### config.mk
export PLATFORM = sky130hd
export DESIGN_NAME = detection_head_decode_top
export DESIGN_NICKNAME = d
export VERILOG_FILES = /design/src/rtl/dhd_pkg.sv /design/src/rtl/detection_head_decode_top.sv
export SDC_FILE = /design/constraint.sdc
export NUM_CORES = 2
export LEC_CHECK = 0
export BUFFER_PORTS_ARGS = -buffer_cell sky130_fd_sc_hd__buf_4
export CAP_MARGIN = 0
export CORE_MARGIN = 2
export CORE_UTILIZATION = 50
export DETAILED_ROUTE_END_ITERATION = 10
export PLACE_DENSITY = 0.66
export SETUP_SLACK_MARGIN = 0.2
export SLEW_MARGIN = 40
export SYNTH_ARGS = -nofsm -noshare
export SYNTH_HDL_FRONTEND = slang
export SYNTH_SLANG_ARGS = --single-unit
### constraint.sdc
create_clock -name clk -period 15.2 [get_ports clk]
set_clock_uncertainty 0.1 [all_clocks]
set_input_delay 1.52 -clock clk [delete_from_list [all_inputs] [get_ports clk]]
set_output_delay 1.52 -clock clk [all_outputs]
set_load 0.01 [all_outputs]
### src/rtl/dhd_pkg.sv
`timescale 1ns / 1ps
// Detection head decode package: field widths, register indexes and reset values.
// No dependencies; used by detection_head_decode_top.
package dhd_pkg;

	// Default number of class scores per anchor
	localparam int MaxClassesDef = 128;

	// Field widths
	localparam int CoordW = 16;   // signed Q11.4 box fields
	localparam int ScoreW = 16;   // Q0.16 scores
	localparam int InvW   = 24;   // Q8.16 inverse scale
	localparam int PadW   = 15;   // Q11.4 pad
	localparam int PixW   = 14;   // image pixels
	localparam int ClassW = 7;    // reported class index
	localparam int CfgIdxW  = 3;
	localparam int CfgDataW = 24;

	// Letterbox arithmetic: Q.5 numerator times Q8.16 gives Q.21
	localparam int NumW  = 19;
	localparam int ProdW = 44;
	localparam int FracW = 21;

	// Register indexes
	typedef enum logic [CfgIdxW-1:0] {
		REG_SCORE_THRESHOLD = 3'd0,
		REG_INVERSE_SCALE   = 3'd1,
		REG_PAD_LEFT        = 3'd2,
		REG_PAD_TOP         = 3'd3,
		REG_IMAGE_WIDTH     = 3'd4,
		REG_IMAGE_HEIGHT    = 3'd5
	} reg_index_t;

	// Register reset values
	localparam logic [ScoreW-1:0] ThresholdRst = 16'd16384;
	localparam logic [InvW-1:0]   InvScaleRst  = 24'd65536;
	localparam logic [PadW-1:0]   PadRst       = 15'd0;
	localparam logic [PixW-1:0]   ImageDimRst  = 14'd640;

	// Decoded position and length of one axis, whole pixels
	typedef struct packed {
		logic [PixW-1:0] pos;
		logic [PixW-1:0] len;
	} axis_t;

	// Clamp one axis to [0, limit] and trim its length to the image edge.
	function automatic axis_t clamp_axis(logic signed [ProdW-1:0] pos_in,
			logic signed [ProdW-1:0] len_in, logic [PixW-1:0] limit);
		logic signed [ProdW-1:0] bound;
		logic signed [ProdW-1:0] pos;
		logic signed [ProdW-1:0] len;
		logic signed [ProdW-1:0] room;
		axis_t res;
		bound = $signed({{(ProdW-PixW-FracW){1'b0}}, limit, {FracW{1'b0}}});
		pos = pos_in;
		if (pos > bound) begin
			pos = bound;
		end
		if (pos < 0) begin
			pos = '0;
		end
		room = bound - pos;
		len = len_in;
		if (len > room) begin
			len = room;
		end
		if (len < 0) begin
			len = '0;
		end
		res.pos = pos[FracW +: PixW];
		res.len = len[FracW +: PixW];
		return res;
	endfunction

endpackage

### src/rtl/detection_head_decode_top.sv
`timescale 1ns / 1ps
// Detection head decode top level: per-anchor best-class search and box decode.
// Depends on dhd_pkg for widths, register indexes and the axis clamp function.
//
// Usage
//  - Input channel (in_valid/in_ready): one transaction per class score of an
//    anchor, carrying that anchor's box fields; last_class marks the final one.
//    Only the box fields of the last-class transaction are used.
//  - Output channel (out_valid/out_ready): at most one box per anchor, emitted
//    when the best class score is at or above score_threshold.
//  - Configuration: cfg_en writes cfg_data to register cfg_index at the clock edge;
//    indexes beyond the list are dropped. Write only while the block is idle.
//  - Throughput: one input transaction per cycle unless a stall drops in_ready.
//  - Pipeline: the edge that accepts a box's last-class transaction loads the
//    multiply stage; the clamped box then moves into the output register,
//    which drives out_valid, once that register can advance.
//  - Stall: while out_valid is held without out_ready the two stages fill;
//    in_ready drops only when both hold a box. Non-emitting scores still wait
//    on in_ready but never occupy a stage.
//  - Reset: arst_n clears the running maximum, the class counter, stage valid
//    bits and loads the register defaults (threshold 0.25, unit scale, no pad,
//    640 x 640 image).
//  - Scores past MAX_CLASSES for one anchor are ignored, including the score
//    of the last-class transaction once the limit is reached.
module detection_head_decode_top #(
	parameter int MAX_CLASSES = dhd_pkg::MaxClassesDef
) (
	input  logic                                  clk,
	input  logic                                  arst_n,
	// configuration
	input  logic                                  cfg_en,
	input  logic [dhd_pkg::CfgIdxW-1:0]           cfg_index,
	input  logic [dhd_pkg::CfgDataW-1:0]          cfg_data,
	// input channel
	input  logic                                  in_valid,
	output logic                                  in_ready,
	input  logic signed [dhd_pkg::CoordW-1:0]     center_x,
	input  logic signed [dhd_pkg::CoordW-1:0]     center_y,
	input  logic signed [dhd_pkg::CoordW-1:0]     box_width,
	input  logic signed [dhd_pkg::CoordW-1:0]     box_height,
	input  logic [dhd_pkg::ScoreW-1:0]            class_score,
	input  logic                                  last_class,
	// output channel
	output logic                                  out_valid,
	input  logic                                  out_ready,
	output logic [dhd_pkg::PixW-1:0]              left,
	output logic [dhd_pkg::PixW-1:0]              top,
	output logic [dhd_pkg::PixW-1:0]              width,
	output logic [dhd_pkg::PixW-1:0]              height,
	output logic [dhd_pkg::ScoreW-1:0]            score,
	output logic [dhd_pkg::ClassW-1:0]            class_index
);

	// Counter holds 0..MAX_CLASSES; best class holds 0..MAX_CLASSES-1
	localparam int CntW = $clog2(MAX_CLASSES + 1);
	localparam int ClsW = (MAX_CLASSES > 1) ? $clog2(MAX_CLASSES) : 1;
	localparam int NumW  = dhd_pkg::NumW;
	localparam int ProdW = dhd_pkg::ProdW;

	// Configuration registers
	logic [dhd_pkg::ScoreW-1:0] thr_q;
	logic [dhd_pkg::InvW-1:0]   inv_q;
	logic [dhd_pkg::PadW-1:0]   pad_left_q;
	logic [dhd_pkg::PadW-1:0]   pad_top_q;
	logic [dhd_pkg::PixW-1:0]   img_w_q;
	logic [dhd_pkg::PixW-1:0]   img_h_q;

	always_ff @(posedge clk or negedge arst_n) begin
		if (!arst_n) begin
			thr_q      <= dhd_pkg::ThresholdRst;
			inv_q      <= dhd_pkg::InvScaleRst;
			pad_left_q <= dhd_pkg::PadRst;
			pad_top_q  <= dhd_pkg::PadRst;
			img_w_q    <= dhd_pkg::ImageDimRst;
			img_h_q    <= dhd_pkg::ImageDimRst;
		end else if (cfg_en) begin
			case (cfg_index)
				dhd_pkg::REG_SCORE_THRESHOLD: thr_q      <= cfg_data[dhd_pkg::ScoreW-1:0];
				dhd_pkg::REG_INVERSE_SCALE:   inv_q      <= cfg_data[dhd_pkg::InvW-1:0];
				dhd_pkg::REG_PAD_LEFT:        pad_left_q <= cfg_data[dhd_pkg::PadW-1:0];
				dhd_pkg::REG_PAD_TOP:         pad_top_q  <= cfg_data[dhd_pkg::PadW-1:0];
				dhd_pkg::REG_IMAGE_WIDTH:     img_w_q    <= cfg_data[dhd_pkg::PixW-1:0];
				dhd_pkg::REG_IMAGE_HEIGHT:    img_h_q    <= cfg_data[dhd_pkg::PixW-1:0];
				default: ;
			endcase
		end
	end

	// Pipeline handshake: each stage advances when empty or when the next one does
	logic v_s1;
	logic out_valid_q;
	logic adv_out;
	logic adv_s1;
	logic accept;

	assign adv_out  = !out_valid_q || out_ready;
	assign adv_s1   = !v_s1 || adv_out;
	assign in_ready = adv_s1;
	assign accept   = in_valid && in_ready;

	// Running maximum over the class scores of the current anchor
	logic [dhd_pkg::ScoreW-1:0] best_q;
	logic [ClsW-1:0]            bcls_q;
	logic [CntW-1:0]            cnt_q;
	logic                       take;
	logic                       upd;
	logic [dhd_pkg::ScoreW-1:0] best_now;
	logic [ClsW-1:0]            bcls_now;
	logic                       emit;

	assign take     = cnt_q < CntW'(MAX_CLASSES);
	assign upd      = take && (class_score > best_q);
	assign best_now = upd ? class_score : best_q;
	assign bcls_now = upd ? cnt_q[ClsW-1:0] : bcls_q;
	assign emit     = last_class && (best_now >= thr_q);

	always_ff @(posedge clk or negedge arst_n) begin
		if (!arst_n) begin
			best_q <= '0;
			bcls_q <= '0;
			cnt_q  <= '0;
		end else if (accept) begin
			if (last_class) begin
				// restart for the next anchor, whether or not a box goes out
				best_q <= '0;
				bcls_q <= '0;
				cnt_q  <= '0;
			end else begin
				best_q <= best_now;
				bcls_q <= bcls_now;
				if (take) begin
					cnt_q <= cnt_q + CntW'(1);
				end
			end
		end
	end

	// Letterbox undo: (2*center - size - 2*pad) * inv and 2 * size * inv, in Q.21
	logic signed [NumW-1:0]  num_x;
	logic signed [NumW-1:0]  num_y;
	logic signed [dhd_pkg::InvW:0] inv_s;
	logic signed [ProdW-1:0] pos_x;
	logic signed [ProdW-1:0] pos_y;
	logic signed [ProdW-1:0] len_x;
	logic signed [ProdW-1:0] len_y;

	assign inv_s = $signed({1'b0, inv_q});
	assign num_x = (NumW'(center_x) <<< 1) - NumW'(box_width)
		- $signed({{(NumW-dhd_pkg::PadW-1){1'b0}}, pad_left_q, 1'b0});
	assign num_y = (NumW'(center_y) <<< 1) - NumW'(box_height)
		- $signed({{(NumW-dhd_pkg::PadW-1){1'b0}}, pad_top_q, 1'b0});
	assign pos_x = ProdW'(num_x) * ProdW'(inv_s);
	assign pos_y = ProdW'(num_y) * ProdW'(inv_s);
	assign len_x = (ProdW'(box_width) * ProdW'(inv_s)) <<< 1;
	assign len_y = (ProdW'(box_height) * ProdW'(inv_s)) <<< 1;

	// Stage 1: products, best score and class of an emitting anchor
	logic signed [ProdW-1:0]    pos_x_s1;
	logic signed [ProdW-1:0]    pos_y_s1;
	logic signed [ProdW-1:0]    len_x_s1;
	logic signed [ProdW-1:0]    len_y_s1;
	logic [dhd_pkg::ScoreW-1:0] score_s1;
	logic [ClsW-1:0]            cls_s1;

	always_ff @(posedge clk or negedge arst_n) begin
		if (!arst_n) begin
			v_s1 <= 1'b0;
		end else if (adv_s1) begin
			v_s1 <= accept && emit;
		end
	end

	always_ff @(posedge clk) begin
		if (adv_s1 && accept && emit) begin
			pos_x_s1 <= pos_x;
			pos_y_s1 <= pos_y;
			len_x_s1 <= len_x;
			len_y_s1 <= len_y;
			score_s1 <= best_now;
			cls_s1   <= bcls_now;
		end
	end

	// Stage 2: clamp to the image and truncate into the output register
	dhd_pkg::axis_t ax_x;
	dhd_pkg::axis_t ax_y;
	logic [ClsW+dhd_pkg::ClassW-1:0] cls_ext;

	assign ax_x    = dhd_pkg::clamp_axis(pos_x_s1, len_x_s1, img_w_q);
	assign ax_y    = dhd_pkg::clamp_axis(pos_y_s1, len_y_s1, img_h_q);
	assign cls_ext = {{dhd_pkg::ClassW{1'b0}}, cls_s1};

	logic [dhd_pkg::PixW-1:0]   left_q;
	logic [dhd_pkg::PixW-1:0]   top_q;
	logic [dhd_pkg::PixW-1:0]   width_q;
	logic [dhd_pkg::PixW-1:0]   height_q;
	logic [dhd_pkg::ScoreW-1:0] score_q;
	logic [dhd_pkg::ClassW-1:0] cls_q;

	always_ff @(posedge clk or negedge arst_n) begin
		if (!arst_n) begin
			out_valid_q <= 1'b0;
		end else if (adv_out) begin
			out_valid_q <= v_s1;
		end
	end

	always_ff @(posedge clk) begin
		if (adv_out && v_s1) begin
			left_q   <= ax_x.pos;
			width_q  <= ax_x.len;
			top_q    <= ax_y.pos;
			height_q <= ax_y.len;
			score_q  <= score_s1;
			cls_q    <= cls_ext[dhd_pkg::ClassW-1:0];
		end
	end

	assign out_valid   = out_valid_q;
	assign left        = left_q;
	assign top         = top_q;
	assign width       = width_q;
	assign height      = height_q;
	assign score       = score_q;
	assign class_index = cls_q;

endmodule

==> flow_summary_export.csv <==
group,metric,value,unit
global_route,antenna_found_initial,13,
detailed_routing,drt_first_pass_iters,8,
worst_setup_path,cp.required,15.47,ns
min_path,hold_path_class,"register to register",
clock_tree,clock_sinks,403,
timing,period_share,77.04,%
placed_design,gp_congestion,0.9532,
detailed_routing,vias_per_cell,5.572,
synthesis,synthCells,8373,
final_layout,final_nets,10650,
outcome,status,"completed",
detailed_routing,drc_errors,0,
timing,finalSetupTns,0,ns
worst_setup_path,worstSetupStartpointType,"input pin",
job,maxCapViolCount,0,
clock_tree,insertion_delay,0.66,ns
clock_tree,cts_tree,"built",
min_path,holdPathStages,0,
timing,hold_violations,0,
global_route,grt_pass1_wl,346900,µm
worst_setup_path,end_kind,"register",
timing,slew_headroom,36.04,%
detailed_routing,drtIter0Drc,4098,
timing,tightest_slew,0.9353,ns
synthesis,async_flop_share,32.51,%
worst_setup_path,crit_fanout,25,
floorplan,io_pins,194,
global_route,grt-ovfl-total,0,
detailed_routing,route.final.wire_length,222200,µm
clock_tree,cts_resized,0,
synthesis,yosysMostFrequentCell,"inv_1",
synthesis,synth_area,0.07787,mm²
worst_setup_path,reg2reg_setup_slack,4.33,ns
worst_setup_path,r2r-start,"pad_left_q[1]",
synthesis,synthTopCellsByCount,"inv_1, fa_1, nand2_1",
timing,slew_violations,0,
placed_design,dp_hpwl,171800,µm
floorplan,core,0.1544,mm²
synthesis,postSynthAreaPerCell,9.300,µm²
clock_tree,cts-root-buf,"clkbuf_16",
min_path,whs_endpoint,"class_index[6]",
synthesis,synth-edff-count,272,
worst_setup_path,critPathMaxStageDelay,0.69,ns
worst_setup_path,cpMaxStageDelayCell,"xnor2_4",
detailed_routing,drtAntennaViolNets,0,
min_path,min_from,"cls_s1[6]",
floorplan,die_h,398.6,µm
detailed_routing,avgRoutedWirePerCell,21.35,µm
worst_setup_path,cp.arrival,11.98,ns
timing,finalCriticalPeriod,11.71,ns
global_route,track_usage,28.48,%
floorplan,die_w,398.6,µm
synthesis,syn_nets,10710,
global_route,grt_max_degree,129,
floorplan,row_count,144,
synthesis,synth_cell_types,90,
placed_design,io_buffer_count,193,
synthesis,seq_area_frac_synth,14.71,%
clock_tree,clockBufferDepth,3,
timing,fmax,85.40,MHz
detailed_routing,vias,57990,
clock_tree,post_cts_buffers,0,
synthesis,synth_warnings,0,
timing,rsz0062_at_grt,"false",
worst_setup_path,reg2reg_to,"pos_x_s1[43]",
floorplan,dieArea,0.1589,mm²
timing,setup_viol,0,
synthesis,ys_top_cells_by_area,"fa_1, ha_1, edfxtp_1, inv_1, nand2_1",
synthesis,yosys_register_bits,403,
synthesis,yosysTopAreaCell,"fa_1",
clock_tree,cts_buffers,49,
worst_setup_path,cpMostUsedCell,"fa_1",
floorplan,initial_core_util,50.43,%
global_route,grt_pass1_vias,60520,
synthesis,synth_top_area_share,35.68,%
final_layout,area_delta_synth_final,6.882,%
clock_tree,cts.htree.levels,2,
final_layout,layout-drive-gt1-share,6.822,%
worst_setup_path,path_class,"input pin to register",
clock_tree,clk_pin_slew,0.06,ns
synthesis,ys.flop_type,"edfxtp_1",
clock_tree,cts_hold_buf,0,
worst_setup_path,rr_worst_depth,39,
sequential cells by signal (all words and copies together) (netlist names), 15 cells and up:
signal / count
inv_q: 24
pos_y_s1: 44
best_q: 16
pad_left_q: 15
pad_top_q: 15
score: 16
thr_q: 16
len_y_s1: 41
score_s1: 16
len_x_s1: 41
pos_x_s1: 44
layout by cell type (no fill, tap or decap), types with 50 or more instances in the layout:
cell type	netlist	routed
nor3_1	58	57
nand3_1	57	56
buf_4	1	269
inv_1	1727	1727
a21o_1	111	111
dfrtp_1	125	102
xor2_1	64	64
clkbuf_16	0	50
ha_1	837	837
o21ai_0	211	211
a21oi_1	239	238
xnor2_1	151	133
mux2_2	57	57
nand2b_1	108	108
and2_1	612	611
nor2_1	244	240
fa_1	1388	1387
nand2_1	1152	1150
edfxtp_1	272	272
or2_2	59	59
layout make-up:
class,count,area [µm²]
clock inverter,24,285.3
antenna,9,22.52
fill,13890,71180
sequential,403,11490
multi-input combinational,5854,58840
clock buffer,66,1351
inverter,1728,6486
timing repair buffer,280,2200
tap,2044,2557
through the flow:
step	instances	hold slack [ns]	setup WS (ns)	utilization (%)	cell area, µm²
3_3_place_gp	10300	0.3021	3.017	52.69	81350
2_1_floorplan	8373	0.3003	4.083	-	77870
5_1_grt	10400	0.3242	2.775	53.89	83210
3_5_place_dp	10310	0.3054	2.908	52.79	81510
4_1_cts	10400	0.3191	3.545	53.85	83150
6_report	10410	0.3178	3.491	53.90	83230
worst max-delay path: cells and delay by family:
family	cells	cell delay [ns]
compound gates	16	3.95
xor+xnor	2	0.79
buf+inv	5	0.52
fa+ha+maj	10	4.55
simple gates	3	0.60
kinds of logic after synthesis:
kind of cell | Yosys count | share of synthesized area (%)
AO/OA/AOI/OAI | 883 | 7.349
XOR/XNOR | 215 | 2.418
adder cells (fa/ha/maj) | 2225 | 49.13
buffers and inverters | 2116 | 10.22
flip-flops | 403 | 14.71
multiplexers | 62 | 0.8886
AND/OR/NAND/NOR | 2469 | 15.29
worst max path at each step:
stage	startpoint	endpoint	slack [ns]	cells past startpoint
after global routing	box_width[2]	pos_x_s1[43]	2.78	40
after detailed placement	box_width[2]	pos_x_s1[43]	2.91	40
after floorplan	box_width[2]	pos_x_s1[43]	4.08	38
after global placement	box_width[2]	pos_x_s1[43]	3.02	40
final	box_height[2]	pos_y_s1[42]	3.49	36
after CTS	box_width[2]	pos_x_s1[43]	3.55	40
routing by layer:
layer / wire [µm] / track usage (%) / vias to the layer above / share of wire, %
li1: - / - / 25700 / -
met1: 93430 / 39.05 / 29670 / 42
met2: 102100 / 45.72 / 2201 / 46
met3: 18990 / 5.273 / 412 / 8.5
met4: 7714 / 9.252 / 2 / 3.5
met5: 11 / 0 / - / 0.0049
Power is left out: the tool's default activity adds up to more than one toggle a clock period on the data nets, which glitch-free logic cannot reach.
